===== src/rtl/fms_pkg.sv =====
package fms_pkg;

    localparam int TIMER_WIDTH_DEF = 32;
    localparam int REG_WIDTH       = 32;
    localparam int NUM_REGS        = 4;
    localparam int ADDR_WIDTH      = 4;

    localparam logic [REG_WIDTH-1:0] TIMEOUT_RESET = REG_WIDTH'(1000);

    localparam logic [1:0] REG_ARM_TIMEOUT    = 2'd0;
    localparam logic [1:0] REG_APOGEE_TIMEOUT = 2'd1;
    localparam logic [1:0] REG_DEPLOY_TIMEOUT = 2'd2;
    localparam logic [1:0] REG_END_TIMEOUT    = 2'd3;

    localparam logic OP_TICK  = 1'b0;
    localparam logic OP_EVENT = 1'b1;

    localparam logic [3:0] EV_BOOT_FAULT     = 4'd0;
    localparam logic [3:0] EV_BOOT_DONE      = 4'd1;
    localparam logic [3:0] EV_TEST_MODE      = 4'd2;
    localparam logic [3:0] EV_NOSE_LINK_LOST = 4'd3;
    localparam logic [3:0] EV_IGNITER_LOST   = 4'd4;
    localparam logic [3:0] EV_IGNITION_ABORT = 4'd5;
    localparam logic [3:0] EV_ARM            = 4'd6;
    localparam logic [3:0] EV_DISARM         = 4'd7;
    localparam logic [3:0] EV_LAUNCH         = 4'd8;
    localparam logic [3:0] EV_UMBILICAL      = 4'd9;
    localparam logic [3:0] EV_PEAK_REACHED   = 4'd10;
    localparam logic [3:0] EV_DPL_ALT        = 4'd11;
    localparam logic [3:0] EV_MANUAL         = 4'd12;
    localparam logic [3:0] EV_END_MISSION    = 4'd13;
    localparam logic [3:0] EV_BOARD_RESET    = 4'd14;
    localparam logic [3:0] EV_OTHER          = 4'd15;

    localparam logic [3:0] MODE_INIT     = 4'd0;
    localparam logic [3:0] MODE_TEST     = 4'd1;
    localparam logic [3:0] MODE_ERROR    = 4'd2;
    localparam logic [3:0] MODE_DISARMED = 4'd3;
    localparam logic [3:0] MODE_ARMED    = 4'd4;
    localparam logic [3:0] MODE_LAUNCH   = 4'd5;
    localparam logic [3:0] MODE_ASCEND   = 4'd6;
    localparam logic [3:0] MODE_DESC1    = 4'd7;
    localparam logic [3:0] MODE_DESC2    = 4'd8;
    localparam logic [3:0] MODE_MANUAL   = 4'd9;
    localparam logic [3:0] MODE_LANDED   = 4'd10;

    localparam logic [2:0] NOTE_NONE     = 3'd0;
    localparam logic [2:0] NOTE_ARMED    = 3'd1;
    localparam logic [2:0] NOTE_LIFTOFF  = 3'd2;
    localparam logic [2:0] NOTE_APOGEE   = 3'd3;
    localparam logic [2:0] NOTE_DPL_ALT  = 3'd4;
    localparam logic [2:0] NOTE_LANDED   = 3'd5;

    typedef struct packed {
        logic       opcode;
        logic [3:0] event_code;
    } t_in_word;

    typedef struct packed {
        logic [3:0] mode;
        logic       mode_changed;
        logic [2:0] notify;
        logic       handled;
    } t_out_word;

endpackage


===== src/rtl/flight_mode_sequencer.sv =====
// Flight mode sequencer: steps a vehicle through eleven modes from init to landed. Each input
// word is a timer tick or an external event, and each yields exactly one result word with the
// new mode, a changed flag, the entry notification and a handled flag. A result is computed in
// the cycle its input word is accepted and appears in the output register in the next cycle; the
// block takes one word per cycle while o_in_ready is high, and o_in_ready is high whenever the
// output register is empty or is being taken in the same cycle. The four timeout registers sit
// on an APB port and are loaded into the single countdown on entry to armed, ascending, first,
// second and manual descent; a new timeout only affects the next entry.
module flight_mode_sequencer
    import fms_pkg::*;
#(
    parameter int TIMER_WIDTH = TIMER_WIDTH_DEF
) (
    input  logic                  i_clk,
    input  logic                  i_rst_n,
    input  logic                  i_in_valid,
    output logic                  o_in_ready,
    input  t_in_word              i_in_word,
    output logic                  o_out_valid,
    input  logic                  i_out_ready,
    output t_out_word             o_out_word,
    input  logic                  psel,
    input  logic                  penable,
    input  logic                  pwrite,
    input  logic [ADDR_WIDTH-1:0] paddr,
    input  logic [REG_WIDTH-1:0]  pwdata,
    output logic [REG_WIDTH-1:0]  prdata,
    output logic                  pready
);

    localparam logic [TIMER_WIDTH-1:0] TIMER_ONE = TIMER_WIDTH'(1);

    logic [REG_WIDTH-1:0]   r_timeout [NUM_REGS];
    logic [3:0]             r_mode;
    logic [3:0]             n_mode;
    logic [TIMER_WIDTH-1:0] r_countdown;
    logic [TIMER_WIDTH-1:0] n_countdown;
    logic                   r_active;
    logic                   n_active;
    logic                   r_out_valid;
    t_out_word              r_out_word;
    t_out_word              n_out_word;

    logic                   in_accept;
    logic                   cfg_write;
    logic [1:0]             reg_index;
    logic [3:0]             tgt_mode;
    logic [3:0]             event_tgt;
    logic [3:0]             timeout_tgt;
    logic                   tgt_timed;
    logic [2:0]             tgt_note;
    logic [REG_WIDTH-1:0]   load_raw;
    logic [TIMER_WIDTH-1:0] load_value;
    logic                   handled;
    logic                   changed;

    assign pready      = 1'b1;
    assign reg_index   = paddr[3:2];
    assign cfg_write   = psel && penable && pwrite;
    assign prdata      = r_timeout[reg_index];
    assign o_in_ready  = !r_out_valid || i_out_ready;
    assign in_accept   = i_in_valid && o_in_ready;
    assign o_out_valid = r_out_valid;
    assign o_out_word  = r_out_word;

    always_comb begin
        event_tgt = r_mode;
        case (r_mode)
            MODE_INIT: begin
                if (i_in_word.event_code == EV_BOOT_FAULT) event_tgt = MODE_ERROR;
                if (i_in_word.event_code == EV_BOOT_DONE) event_tgt = MODE_DISARMED;
            end
            MODE_DISARMED: begin
                if (i_in_word.event_code == EV_TEST_MODE) event_tgt = MODE_TEST;
                if (i_in_word.event_code == EV_NOSE_LINK_LOST ||
                    i_in_word.event_code == EV_IGNITER_LOST ||
                    i_in_word.event_code == EV_IGNITION_ABORT) event_tgt = MODE_ERROR;
                if (i_in_word.event_code == EV_ARM) event_tgt = MODE_ARMED;
            end
            MODE_ARMED: begin
                if (i_in_word.event_code == EV_NOSE_LINK_LOST ||
                    i_in_word.event_code == EV_IGNITER_LOST ||
                    i_in_word.event_code == EV_IGNITION_ABORT) event_tgt = MODE_ERROR;
                if (i_in_word.event_code == EV_DISARM) event_tgt = MODE_DISARMED;
                if (i_in_word.event_code == EV_LAUNCH) event_tgt = MODE_LAUNCH;
            end
            MODE_LAUNCH: begin
                if (i_in_word.event_code == EV_UMBILICAL) event_tgt = MODE_ASCEND;
                if (i_in_word.event_code == EV_DISARM) event_tgt = MODE_DISARMED;
                if (i_in_word.event_code == EV_IGNITION_ABORT) event_tgt = MODE_ERROR;
            end
            MODE_ASCEND: begin
                if (i_in_word.event_code == EV_PEAK_REACHED) event_tgt = MODE_DESC1;
            end
            MODE_DESC1: begin
                if (i_in_word.event_code == EV_DPL_ALT) event_tgt = MODE_DESC2;
                if (i_in_word.event_code == EV_MANUAL) event_tgt = MODE_MANUAL;
            end
            MODE_DESC2, MODE_MANUAL: begin
                if (i_in_word.event_code == EV_END_MISSION) event_tgt = MODE_LANDED;
            end
            default: begin
                event_tgt = r_mode;
            end
        endcase
    end

    always_comb begin
        case (r_mode)
            MODE_ARMED:               timeout_tgt = MODE_DISARMED;
            MODE_ASCEND:              timeout_tgt = MODE_DESC1;
            MODE_DESC1:               timeout_tgt = MODE_DESC2;
            MODE_DESC2, MODE_MANUAL:  timeout_tgt = MODE_LANDED;
            default:                  timeout_tgt = r_mode;
        endcase
    end

    always_comb begin
        tgt_timed = 1'b1;
        tgt_note  = NOTE_NONE;
        load_raw  = r_timeout[REG_END_TIMEOUT];
        case (tgt_mode)
            MODE_ARMED: begin
                tgt_note = NOTE_ARMED;
                load_raw = r_timeout[REG_ARM_TIMEOUT];
            end
            MODE_ASCEND: begin
                tgt_note = NOTE_LIFTOFF;
                load_raw = r_timeout[REG_APOGEE_TIMEOUT];
            end
            MODE_DESC1: begin
                tgt_note = NOTE_APOGEE;
                load_raw = r_timeout[REG_DEPLOY_TIMEOUT];
            end
            MODE_DESC2: begin
                tgt_note = NOTE_DPL_ALT;
            end
            MODE_MANUAL: begin
                tgt_note = NOTE_NONE;
            end
            MODE_LANDED: begin
                tgt_note  = NOTE_LANDED;
                tgt_timed = 1'b0;
            end
            default: begin
                tgt_timed = 1'b0;
            end
        endcase
    end

    // A timeout wider than the countdown saturates to its largest value.
    generate
        if (TIMER_WIDTH >= REG_WIDTH) begin : g_load_wide
            assign load_value = TIMER_WIDTH'(load_raw);
        end else begin : g_load_narrow
            assign load_value = (|load_raw[REG_WIDTH-1:TIMER_WIDTH]) ?
                                {TIMER_WIDTH{1'b1}} : load_raw[TIMER_WIDTH-1:0];
        end
    endgenerate

    always_comb begin
        tgt_mode    = r_mode;
        handled     = 1'b0;
        n_countdown = r_countdown;
        n_active    = r_active;
        if (i_in_word.opcode == OP_TICK) begin
            if (r_active) begin
                if (r_countdown <= TIMER_ONE) begin
                    tgt_mode    = timeout_tgt;
                    handled     = 1'b1;
                    n_countdown = '0;
                    n_active    = 1'b0;
                end else begin
                    n_countdown = r_countdown - TIMER_ONE;
                end
            end
        end else begin
            tgt_mode = event_tgt;
            if (event_tgt != r_mode) begin
                handled = 1'b1;
            end else if (i_in_word.event_code == EV_BOARD_RESET &&
                         (r_mode == MODE_TEST || r_mode == MODE_ERROR)) begin
                handled = 1'b1;
            end
        end
        changed = (tgt_mode != r_mode);
        n_mode  = tgt_mode;
        if (changed) begin
            n_active    = tgt_timed;
            n_countdown = tgt_timed ? load_value : '0;
        end
        n_out_word.mode         = tgt_mode;
        n_out_word.mode_changed = changed;
        n_out_word.notify       = changed ? tgt_note : NOTE_NONE;
        n_out_word.handled      = handled;
    end

    always_ff @(posedge i_clk) begin
        if (!i_rst_n) begin
            r_mode      <= MODE_INIT;
            r_countdown <= '0;
            r_active    <= 1'b0;
            r_out_valid <= 1'b0;
            for (int i = 0; i < NUM_REGS; i++) begin
                r_timeout[i] <= TIMEOUT_RESET;
            end
        end else begin
            if (cfg_write) begin
                r_timeout[reg_index] <= pwdata;
            end
            if (in_accept) begin
                r_mode      <= n_mode;
                r_countdown <= n_countdown;
                r_active    <= n_active;
                r_out_valid <= 1'b1;
            end else if (i_out_ready) begin
                r_out_valid <= 1'b0;
            end
        end
    end

    always_ff @(posedge i_clk) begin
        if (in_accept) begin
            r_out_word <= n_out_word;
        end
    end

endmodule


===== config.mk =====
export PLATFORM = sky130hd
export DESIGN_NAME = flight_mode_sequencer
export DESIGN_NICKNAME = d
export VERILOG_FILES = /design/src/rtl/fms_pkg.sv /design/src/rtl/flight_mode_sequencer.sv
export SDC_FILE = /design/constraint.sdc
export NUM_CORES = 1
export LEC_CHECK = 0
export ABC_AREA = 0
export BUFFER_PORTS_ARGS = -buffer_cell sky130_fd_sc_hd__buf_2
export CELL_PAD_IN_SITES_DETAIL_PLACEMENT = 0
export CELL_PAD_IN_SITES_GLOBAL_PLACEMENT = 1
export CORE_UTILIZATION = 25
export DETAILED_ROUTE_END_ITERATION = 8
export PLACE_DENSITY = 0.5
export SLEW_MARGIN = 0
export SYNTH_ARGS = -nofsm -noshare
export SYNTH_HDL_FRONTEND = slang
export SYNTH_SLANG_ARGS = --single-unit

===== constraint.sdc =====
create_clock -name i_clk -period 8.45 [get_ports i_clk]
set_clock_uncertainty 0.05 [all_clocks]
set_input_delay 0 -clock i_clk [delete_from_list [all_inputs] [get_ports i_clk]]
set_output_delay 0 -clock i_clk [all_outputs]
set_load 0.005 [all_outputs]

==> reports/results.md, run 1 <==
| Metric | This run | Unit |
|---|---|---|
| CP Capture Type | flip-flop | - |
| Cell depth of the worst min-delay path | 4 | - |
| Worst-case clock buffer depth | 2 | - |
| Top-Level Pins | 92 | - |
| RR Startpoint | r_mode[2] | - |
| Mapped Area | 9930 | µm² |
| Data arrival time of the worst path | 5.28 | ns |
| DRC violation count after routing | 0 | - |
| Vertical die dimension | 201 | µm |
| Number of synthesized flops with an enable pin | 137 | - |
| Kind of critical path | reg -> reg | - |
| Yosys top cell area share | 0.414 | - |
| Pin count of the biggest net entering global routing | 37 | - |
| Number of distinct standard cells referenced by the synthesized netlist | 72 | - |
| R2r setup slk | 3.40 | ns |
| IR drop worst, VDD | 153 | µV |
| Type of origin of the critical path | flip-flop | - |
| Maximum frequency from static timing analysis | 198 | MHz |
| Library cell occupying the most area in the post-synthesis netlist | edfxtp_1 | - |
| Clock buffers created by TritonCTS | 17 | - |
| Commonest register cell after synthesis | edfxtp_1 | - |
| Core box area | 38,900 | µm² |
| Clock insertion delay at the later pin of the skew report | 0.45 | ns |
| Residual antenna-violating net count after detailed routing | 0 | - |
| CP startpoint | r_mode[2] | - |
| Leak Pwr | 4.34 | nW |
| RSZ-0062 raised after global routing | false | - |
| Headroom to the max-slew limit | 0.231 | - |
| Outcome | completed | - |
| Clock tree from TritonCTS | built | - |
| Most common cell after layout, fill and taps aside | edfxtp_1 | - |
| Die Footprint | 40,500 | µm² |
| Maximum net fanout on the critical path | 31 | - |
| Clock Pin Slew Worst Setup and Hold Paths | 0.07 | ns |
| Number of search-and-repair iterations in the first detailed-routing pass | 5 | - |
| Count of maximum capacitance violations | 0 | - |
| Post-detailed-route via-to-cell ratio | 4.91 | - |
| Cell count after placement | 1,457 | - |
| Capture instance of the worst register-to-register path | r_countdown[24] | - |
| Total vias in the final route | 7,490 | - |
| Tot GR Track Use | 0.162 | - |
| Critical path capture point | r_countdown[24] | - |
| Syn avg cell area | 11.1 | µm² |
| Filler-free cell count of the finished design | 1,526 | - |
| Aggregate routed wire length | 32.4 | mm |
| Die Width | 201 | µm |
| Root buffer selected by CTS | clkbuf_16 | - |
| Final TNS setup | 0 | ns |
| Final hold violations | 0 | - |
| Global-route wire length before repair | 48.9 | mm |
| Depth of the worst register-to-register path | 10 | - |
| Number of synthesized register bits | 175 | - |
| Count of mapped cells out of synthesis | 898 | - |
| Net count of the mapped netlist | 948 | - |
| Register area share after synthesis | 0.491 | - |
| Pwr dens | 192 | nW/µm² |
| Depth of the CTS H-tree | 4 | - |
| Total clock sinks | 175 | - |
| Cell Rows | 72 | - |
| Share of the clock period used by the worst path after layout | 0.597 | - |
| Post-DP HPWL | 21.0 | mm |
| Synth-to-Final Area Change | 19.5 | % |
| Fraction of registers with async set/reset | 0 | - |
| Vias in the first global route | 7,642 | - |
| DRC violation total after the first TritonRoute iteration | 419 | - |
| Final number of max-transition violations | 0 | - |
| Ratio of cells with drive above 1 in the final layout | 0.215 | - |
| Post-route minimum period | 5.05 | ns |
| Top cells by area, synth | edfxtp_1, dfxtp_1, mux4_2, and2_1, mux2i_1 | - |
| Yosys warning total | 0 | - |
| Antenna violations before repair | 2 | - |
| Initial cell density of the core | 0.255 | - |
| Aggregate global routing overflow | 0 | - |
| Path category of the worst min-delay check | in -> reg | - |
| Critical path data required time | 8.69 | ns |
| Setup violation total in the final timing report | 0 | - |
| Leading cell types in the layout, fill and taps excluded | edfxtp_1, and2_1, nor2_1, buf_2, a21oi_1 | - |
| Routed len/inst | 21.2 | µm |
| Minimum hold slack | 0.150 | ns |
| # nets final | 1,044 | - |
| Transition time of the tightest slew-check pin | 1.15 | ns |
| Final weighted congestion of routability-driven global placement | 0.791 | - |
| Number of port buffers | 88 | - |
==> logic make-up after synthesis <==
family          share of synthesized area
compound gates                      0.155
fa+ha+maj                         0.00252
simple gates                        0.207
flops                               0.491
buf+inv                            0.0355
mux                                 0.106
other cells                      0.000378
xor+xnor                          0.00265
==> state kept, by name, indices dropped and copies added, names as in the netlist <==
signal	cells
o_out_valid	1
o_out_word	9
r_active	1
r_countdown	32
r_mode	4
r_timeout	128
==> metal layers <==
| layer | global-route usage | wire length, µm | share of wire | vias to the layer above |
|---|---|---|---|---|
| li1 | - | - | - | 3595 |
| met1 | 0.213 | 15100 | 0.47 | 3753 |
| met2 | 0.275 | 16000 | 0.49 | 111 |
| met3 | 0.0246 | 842 | 0.026 | 29 |
| met4 | 0.0430 | 496 | 0.015 | 2 |
| met5 | 0 | 13 | 0.00040 | - |
==> through the flow <==
stage               power, W   util  cell area (µm²)  setup slack [ns]
floorplan            0.00130      -             9930              4.70
global placement     0.00147  0.280            10900              3.27
detailed placement   0.00147  0.280            10900              3.34
CTS                  0.00230  0.305            11900              3.32
global route         0.00237  0.305            11900              2.96
finish               0.00227  0.305            11900              3.40
==> how the worst min path moves through the flow <==
stage,from,end,slack (ns)
floorplan,i_out_ready,o_in_ready,0.07
global placement,i_in_valid,o_out_valid,0.20
detailed placement,i_in_valid,o_out_valid,0.20
CTS,penable,r_timeout[3][31],0.13
global route,penable,r_timeout[3][31],0.18
finish,penable,r_timeout[3][0],0.15
==> critical path, cell delays in order, from the launching register on <==
cell	delay [ns]
dfxtp_1	0.83
nand3b_1	0.19
a2111oi_0	0.13
a211oi_1	0.46
a21boi_0	0.35
o221a_2	0.79
buf_4	0.50
a21oi_4	0.09
buf_4	0.29
o21bai_2	0.94
o32ai_1	0.22
==> where the power goes <==
part	switching [W]	leakage [nW]	total, W	internal [W]
Clock	0.000355	0.283	0.000819	0.000464
Combinational	0.000279	2.43	0.000448	0.000169
Sequential	0.0000314	1.63	0.00101	0.000976
==> layout make-up <==
cell class / instances / area (µm²)
Fill cell: 4064 / 27000
Sequential cell: 175 / 4870
Multi-Input combinational cell: 641 / 4740
Timing Repair Buffer: 145 / 958
Tap cell: 518 / 648
Clock buffer: 18 / 429
Clock inverter: 14 / 165
Inverter: 14 / 52.6
Antenna cell: 1 / 2.50
==> cells in the mapped netlist, types with 3 or more instances <==
master / n
edfxtp_1: 137
and2_1: 106
nor2_1: 88
a21oi_1: 48
clkbuf_1: 42
dfxtp_1: 38
o21ai_0: 37
a2bb2oi_1: 34
mux2i_1: 33
mux4_2: 32
nand2b_1: 28
nand2_1: 27
nor3_1: 20
buf_2: 18
o32ai_1: 16
nor4_1: 14
or3_1: 14
nand3_1: 12
inv_1: 11
or2_2: 11
o32ai_2: 10
a21o_1: 8
a211oi_1: 7
a22oi_1: 7
o211ai_1: 7
nand3b_1: 6
or4_1: 6
nor2b_1: 5
o31ai_1: 5
buf_4: 4
nand4_1: 4
o221ai_1: 4
a21boi_0: 3
buf_1: 3
nor3b_1: 3
o41ai_1: 3
or4_4: 3
xnor2_1: 3
==> what timing repair did <==
item	CTS	global route
endpoints found under the hold margin	135	0
setup buffers	0	0
gates resized for setup	0	0
hold buffers	36	0
Note: power is estimated with default switching activity, not from simulation.
==> run 2: changes to the inputs <==
ABC_AREA = 1   (was 0)
PLACE_DENSITY = 0.55   (was 0.5)
clock period = 4.6 ns   (was 8.45 ns; I/O delays follow)
==> reports/results.md, run 2 <==
| Metric | This run | Unit | Delta |
|---|---|---|---|
| Vias in the first global route | 9,082 | - | +19% |
| Vertical die dimension | 206 | µm | +2.4% |
| Mapped Area | 10,400 | µm² | +5.0% |
| Relative contribution of sequential cells to total power | 0.418 | - | -0.025 |
| Top cells by count, synth | nor2_1, nand2_1, edfxtp_1, inv_1, nand3_1 | - |  |
| Overall power of the completed layout | 0.00458 | W | +100% |
| Aggregate global routing overflow | 0 | - | unchanged |
| Top-Level Pins | 92 | - | unchanged |
| Cell Rows | 74 | - | +2.8% |
| Number of synthesized flops with an enable pin | 137 | - | unchanged |
| Post-detailed-route via-to-cell ratio | 4.61 | - | -6.1% |
| Switching power share of the total | 0.329 | - | +0.0370 |
| Worst-case clock buffer depth | 2 | - | unchanged |
| Top register by number of flip-flops | r_timeout | - |  |
| CP startpoint | r_mode[0] | - |  |
| Tot GR Track Use | 0.169 | - | +0.00702 |
| Syn avg cell area | 7.80 | µm² | -30% |
| DRC violation count after routing | 14 | - | +14 |
| Antenna violations before repair | 0 | - | -2 |
| Clock network fraction of total power | 0.331 | - | -0.029 |
| Die Footprint | 42,500 | µm² | +4.9% |
| Register area share after synthesis | 0.468 | - | -0.0232 |
| Worst path setup slack after routing | 1.22 | ns | -2.19 ns |
| Data arrival time of the worst path | 3.71 | ns | -1.57 ns |
| Final number of max-transition violations | 0 | - | unchanged |
| Yosys top cell area share | 0.395 | - | -0.0195 |
| Total clock sinks | 175 | - | unchanged |
| Maximum frequency from static timing analysis | 296 | MHz | +49% |
| Most common cell after layout, fill and taps aside | nor2_1 | - |  |
| Routed len/inst | 17.6 | µm | -17% |
| Global-route wire length before repair | 52.8 | mm | +7.9% |
| Initial cell density of the core | 0.254 | - | -0.00107 |
| Pin count of the biggest net entering global routing | 66 | - | +78% |
| Final TNS setup | 0 | ns | unchanged |
| Die Width | 206 | µm | +2.4% |
| Post-place instance area | 11,400 | µm² | +4.0% |
| Most repeated cell in the gate-level netlist after synthesis | nor2_1 | - |  |
| Count of maximum capacitance violations | 0 | - | unchanged |
| Clock insertion delay at the later pin of the skew report | 0.45 | ns | about the same |
| Ratio of cells with drive above 1 in the final layout | 0.160 | - | -0.0559 |
| Clock Pin Slew Worst Setup and Hold Paths | 0.06 | ns | about the same |
| Commonest register cell after synthesis | edfxtp_1 | - |  |
| Critical path data required time | 4.93 | ns | -3.76 ns |
| R2r setup slk | 1.22 | ns | -2.19 ns |
| Count of mapped cells out of synthesis | 1,337 | - | +49% |
| Transition time of the tightest slew-check pin | 0.821 | ns | -0.332 ns |
| Relative contribution of combinational cells to total power | 0.251 | - | +0.054 |
| Depth of the CTS H-tree | 4 | - | unchanged |
| Aggregate routed wire length | 34.8 | mm | +7.4% |
| Synth-to-Final Area Change | 17.9 | % |  |
| Number of distinct standard cells referenced by the synthesized netlist | 42 | - | -42% |
| Library cell occupying the most area in the post-synthesis netlist | edfxtp_1 | - |  |
| Max incr delay on CP | 0.62 | ns | -0.32 ns |
| Depth of the worst register-to-register path | 18 | - | +8 |
| Number of synthesized register bits | 175 | - | unchanged |
| Setup violation total in the final timing report | 0 | - | unchanged |
| Residual antenna-violating net count after detailed routing | 0 | - | unchanged |
| Internal | 0.00307 | W | +91% |
| Capture instance of the worst register-to-register path | r_countdown[2] | - |  |
| Clock tree from TritonCTS | built | - |  |
| Worst path top cell family by delay | simple AND/OR/NAND/NOR gates | - |  |
| Net count of the mapped netlist | 1,387 | - | +46% |
| Core box area | 41,000 | µm² | +5.4% |
| RSZ-0062 raised after global routing | false | - |  |
| Leading cell types in the layout, fill and taps excluded | nor2_1, nand2_1, edfxtp_1 | - |  |
| DRC violation total after the first TritonRoute iteration | 478 | - | +14% |
| Total vias in the final route | 9,125 | - | +22% |
| Final design area excluding fillers | 12,300 | µm² | +3.6% |
| RR Startpoint | r_mode[0] | - |  |
| Failing checks | DRC | - |  |
| Net switching power | 0.00151 | W | +130% |
| Fraction of registers with async set/reset | 0 | - | unchanged |
| Maximum net fanout on the critical path | 37 | - | +19% |
| Final weighted congestion of routability-driven global placement | 0.769 | - | -2.8% |
| Type of origin of the critical path | flip-flop | - |  |
| Root buffer selected by CTS | clkbuf_16 | - |  |
| Clock buffers created by TritonCTS | 17 | - | unchanged |
| Slowest cell on the critical path | dfxtp_1 | - |  |
| CP Capture Type | flip-flop | - |  |
| Top cells by area, synth | edfxtp_1, nor2_1, nand2_1, dfxtp_1, nand3_1 | - |  |
| # nets final | 1,484 | - | +42% |
| Headroom to the max-slew limit | 0.453 | - | +0.222 |
| Kind of critical path | reg -> reg | - |  |
| Number of port buffers | 88 | - | unchanged |
| Number of buffer and inverter stages on the critical path | 3 | - | +1 |
| IR drop worst, VDD | 253 | µV | +65% |
| Yosys warning total | 0 | - | unchanged |
| Largest register FFs | 128 | - | unchanged |
| Post-route minimum period | 3.38 | ns | -1.66 ns |
| Post-DP HPWL | 21.6 | mm | +2.7% |
| Hold Path End | r_active | - |  |
| Number of search-and-repair iterations in the first detailed-routing pass | 7 | - | +2 |
| DP Worst Slack | 1.20 | ns | -2.14 ns |
| Cell-by-cell trace of the critical path | inv_6 > nand2_1 > inv_1 > nor2_1 > nand2_1 > nand2_2 > nand3_1 > nor2_1 > nand2_1 > nand3_1 > nand2_4 > nand2_2 > nand2_2 > nand2_4 > nand2_4 > inv_6 > o21ai_0 > a21oi_1 | - |  |
| Outcome | finished with violations | - |  |
| Path category of the worst min-delay check | in -> reg | - |  |
| Final hold violations | 0 | - | unchanged |
| Share of the clock period used by the worst path after layout | 0.735 | - | +0.138 |
| Leak Pwr | 5.05 | nW | +16% |
| Minimum hold slack | 0.0192 | ns | -0.131 ns |
| Launch point of the worst hold path | i_rst_n | - |  |
| Pwr dens | 372 | nW/µm² | +94% |
| Cell depth of the worst min-delay path | 3 | - | -1 |
==> run 2: changes by cell type in the layout (fill, tap and decap cells not counted), sizes merged, moves of 18 or more <==
cell,change
nor2,+230
nand2,+209
inv,+122
nand3,+118
and2,-106
o21ai,+64
a2bb2oi,-34
mux2i,-33
mux4,-32
o22ai,+30
nand2b,-28
xor2,+28
o32ai,-26
nor3,+18
==> run 2: routing by layer <==
metal / part of all wire / GRT usage / vias to the layer above / routed length [µm]
met5: 0 / 0 / - / 0
met3: 0.041 / 0.0257 / 37 / 1430
met2: 0.48 / 0.285 / 205 / 16800
li1: - / - / 4580 / -
met1: 0.46 / 0.222 / 4303 / 15900
met4: 0.016 / 0.0460 / 0 / 559
==> run 2: kinds of logic (layout without fill, tap and decap cells) <==
group | count (synthesis) | after routing | share of synthesized area
flops | 175 | 175 | 0.468
other cells | 1 | 2 | 0.000360
compound gates | 185 | 185 | 0.113
xor+xnor | 29 | 29 | 0.0244
buf+inv | 208 | 318 | 0.0905
fa+ha+maj | 2 | 2 | 0.00240
simple gates | 737 | 737 | 0.302
==> run 2: stage by stage <==
step / instances / utilization
floorplan: 1337 / -
global placement: 1913 / 0.277
detailed placement: 1913 / 0.277
CTS: 1979 / 0.300
global route: 1979 / 0.300
finish: 1980 / 0.300
==> run 2: layout make-up <==
class / count / area [µm²]
fill: 4447 / 28700
sequential: 175 / 4870
multi-input combinational: 954 / 4620
timing repair buffer: 146 / 998
tap: 532 / 666
inverter: 140 / 536
clock buffer: 22 / 464
clock inverter: 10 / 134
antenna: 1 / 2.50
==> run 2: worst max path at each step <==
stage | slack [ns] | endpoint | cells after the start
after floorplan | 1.20 | r_timeout[3][0] | 4
after global placement | 1.19 | r_countdown[2] | 18
after detailed placement | 1.20 | r_countdown[2] | 18
after CTS | 1.17 | r_countdown[2] | 18
after global routing | 0.89 | r_countdown[2] | 18
final | 1.22 | r_countdown[2] | 18
==> run 2: power by group through the flow <==
stage,logic (W),registers (W),clock network [W]
2_1_floorplan,0.000830,0.00193,0
3_3_place_gp,0.00114,0.00195,0
3_5_place_dp,0.00114,0.00195,0
4_1_cts,0.00117,0.00191,0.00155
5_1_grt,0.00129,0.00193,0.00161
6_report,0.00115,0.00191,0.00152
==> run 2: tightest hold or removal path: cells and delay by family <==
family	cells	cell delay, ns
buf+inv	2	0.29
compound gates	1	0.18
==> run 2: timing repair <==
| action | CTS | global route |
|---|---|---|
| hold endpoints to repair | 129 | 0 |
| buffers inserted | 0 | 0 |
| resized for setup | 0 | 0 |
| hold buffers | 34 | 0 |
==> run 3: changes to the inputs <==
ABC_AREA = 0   (was 1)
PLACE_DENSITY = 0.52   (was 0.55)
clock period = 3.08 ns   (was 4.6 ns; I/O delays follow)
==> reports/results.md, run 3 (synthesis gave the netlist of run 1 again) <==
| Metric | This run | Unit | Delta |
|---|---|---|---|
| IR drop worst, VDD | 292 | µV | +15% |
| Aggregate routed wire length | 33.0 | mm | -5.2% |
| Headroom to the max-slew limit | 0.633 | - | +0.181 |
| Worst path setup slack after routing | -0.155 | ns | -1.37 ns |
| Clock insertion delay at the later pin of the skew report | 0.44 | ns | about the same |
| Aggregate global routing overflow | 0 | - | unchanged |
| Total clock sinks | 175 | - | unchanged |
| Worst-case clock buffer depth | 2 | - | unchanged |
| Clock Pin Slew Worst Setup and Hold Paths | 0.08 | ns | +0.02 ns |
| DRC violation count after routing | 0 | - | -14 |
| Pin count of the biggest net entering global routing | 34 | - | -48% |
| Final core utilization | 0.344 | - | +0.0446 |
| Final design area excluding fillers | 13,400 | µm² | +9.0% |
| Critical path data required time | 3.37 | ns | -1.56 ns |
| Depth of the worst register-to-register path | 12 | - | -6 |
| Core box area | 38,900 | µm² | -5.1% |
| Path category of the worst min-delay check | in -> reg | - |  |
| Outcome | finished with violations | - |  |
| RR Startpoint | r_countdown[3] | - |  |
| Total vias in the final route | 7,991 | - | -12% |
| Maximum frequency from static timing analysis | 309 | MHz | +4.6% |
| Initial cell density of the core | 0.255 | - | +0.00107 |
| Vias in the first global route | 8,118 | - | -11% |
| Type of origin of the critical path | flip-flop | - |  |
| R2r setup slk | -0.15 | ns | -1.37 ns |
| RSZ-0062 raised after global routing | true | - |  |
| Most common cell after layout, fill and taps aside | buf_4 | - |  |
| Kind of critical path | reg -> reg | - |  |
| CP Capture Type | flip-flop | - |  |
| # nets final | 1,185 | - | -20% |
| Global-route wire length before repair | 50.3 | mm | -4.6% |
| Pwr dens | 485 | nW/µm² | +30% |
| Leading cell types in the layout, fill and taps excluded | buf_4, edfxtp_1, and2_1 | - |  |
| Post-detailed-route via-to-cell ratio | 4.80 | - | +4.1% |
| Number of port buffers | 88 | - | unchanged |
| Share of the clock period used by the worst path after layout | 1.05 | - | +0.315 |
| Clock tree from TritonCTS | built | - |  |
| Final antenna diode count | 0 | - | -1 |
| Post-route minimum period | 3.23 | ns | -0.147 ns |
| Setup violation total in the final timing report | 34 | - | +34 |
| Cell Rows | 72 | - | -2.7% |
| Leak Pwr | 5.15 | nW | +1.9% |
| Maximum net fanout on the critical path | 8 | - | -78% |
| Post-DP HPWL | 22.7 | mm | +5.2% |
| Number of search-and-repair iterations in the first detailed-routing pass | 4 | - | -3 |
| Vertical die dimension | 201 | µm | -2.4% |
| DRC violation total after the first TritonRoute iteration | 442 | - | -7.5% |
| Count of maximum capacitance violations | 0 | - | unchanged |
| Launch point of the worst hold path | penable | - |  |
| Final hold violations | 0 | - | unchanged |
| Clock buffers created by TritonCTS | 17 | - | unchanged |
| Top-Level Pins | 92 | - | unchanged |
| Final weighted congestion of routability-driven global placement | 0.817 | - | +6.1% |
| Data arrival time of the worst path | 3.53 | ns | -0.18 ns |
| Depth of the CTS H-tree | 4 | - | unchanged |
| Hold Path End | r_timeout[3][30] | - |  |
| Synth-to-Final Area Change | 34.9 | % |  |
| Ratio of cells with drive above 1 in the final layout | 0.350 | - | +0.191 |
| Cell depth of the worst min-delay path | 3 | - | unchanged |
| Largest register FFs | 128 | - | unchanged |
| Top register by number of flip-flops | r_timeout | - |  |
| Die Width | 201 | µm | -2.4% |
| Capture instance of the worst register-to-register path | r_countdown[3] | - |  |
| Transition time of the tightest slew-check pin | 0.550 | ns | -0.271 ns |
| Post-place instance area | 11,900 | µm² | +4.5% |
| Root buffer selected by CTS | clkbuf_16 | - |  |
| Number of inserted filler cells in the final layout | 3,999 | - | -10% |
| Routed len/inst | 19.8 | µm | +13% |
| Die Footprint | 40,500 | µm² | -4.7% |
| Failing checks | setup timing | - |  |
| Antenna violations before repair | 1 | - | +1 |
| Residual antenna-violating net count after detailed routing | 0 | - | unchanged |
| Tot GR Track Use | 0.163 | - | -0.00570 |
| Final number of max-transition violations | 0 | - | unchanged |
-- run 3: cell count changes in the layout (fill, tap and decap cells not counted), sizes merged, moves of 34 or more --
| cell | change |
|---|---|
| nor2 | -230 |
| nand2 | -209 |
| buf | +135 |
| nand3 | -118 |
| inv | -117 |
| and2 | +106 |
| o21ai | -64 |
| a2bb2oi | +34 |
-- run 3: power breakdown --
part / switching, W / total, W / internal, W
clock network: 0.00103 / 0.00209 / 0.00106
logic: 0.000876 / 0.00165 / 0.000773
registers: 0.0000789 / 0.00275 / 0.00268
total: 0.00198 / 0.00650 / 0.00451
-- run 3: how the worst max path moves through the flow --
stage	startpoint	end	cells after the start
3_3_place_gp	r_countdown[24]	r_countdown[0]	12
6_report	r_countdown[3]	r_countdown[3]	12
3_5_place_dp	r_countdown[24]	r_countdown[17]	12
5_1_grt	r_countdown[3]	r_countdown[7]	13
4_1_cts	r_countdown[3]	r_countdown[14]	13
2_1_floorplan	r_countdown[18]	r_countdown[10]	10
-- run 3: layout make-up --
type | instances | area, µm² | share of cell area
sequential | 175 | 4880 | 0.364
timing repair buffer | 286 | 2260 | 0.169
tap | 518 | 648 | 0.0484
inverter | 14 | 55.1 | 0.00411
multi-input combinational | 641 | 5000 | 0.373
clock buffer | 18 | 429 | 0.0320
clock inverter | 14 | 125 | 0.00934
-- run 3: worst max-delay path, cell delays in order, from the launching register on --
cell and delay (ns):
dfxtp_2 0.33, or4_4 0.55, nor4b_4 0.37, buf_4 0.18, nand3_4 0.07, or3_4 0.39
a31oi_4 0.24, nand2_4 0.10, a21oi_4 0.24, buf_4 0.19, clkbuf_16 0.15, a21oi_1 0.04
o32ai_1 0.24
-- run 3: what timing repair did --
item,CTS,global route
hold buffers,36,0
hold endpoints to repair,132,0
setup endpoints to repair,33,34
gates resized for setup,42,37
cloned,1,4
pin swaps,25,8
buffers inserted,12,11
-- run 3: layer usage --
metal / part of all wire / vias up / global-route usage
li1: - / 3877 / -
met1: 0.48 / 3958 / 0.227
met2: 0.48 / 142 / 0.269
met3: 0.025 / 14 / 0.0204
met4: 0.0093 / 0 / 0.0365
met5: 0 / - / 0
-- run 3: metrics by stage --
step	worst slack, ns	instances	total power, W	hold WS, ns	TNS (ns)
2_1_floorplan	0.0748	898	0.00358	0.0691	0
3_3_place_gp	-0.120	1571	0.00427	0.198	-1.02
3_5_place_dp	-0.209	1571	0.00427	0.206	-3.39
4_1_cts	-0.0638	1652	0.00648	0.0293	-0.681
5_1_grt	-0.253	1666	0.00679	0.0479	-7.04
6_report	-0.155	1666	0.00650	0.0397	-3.55
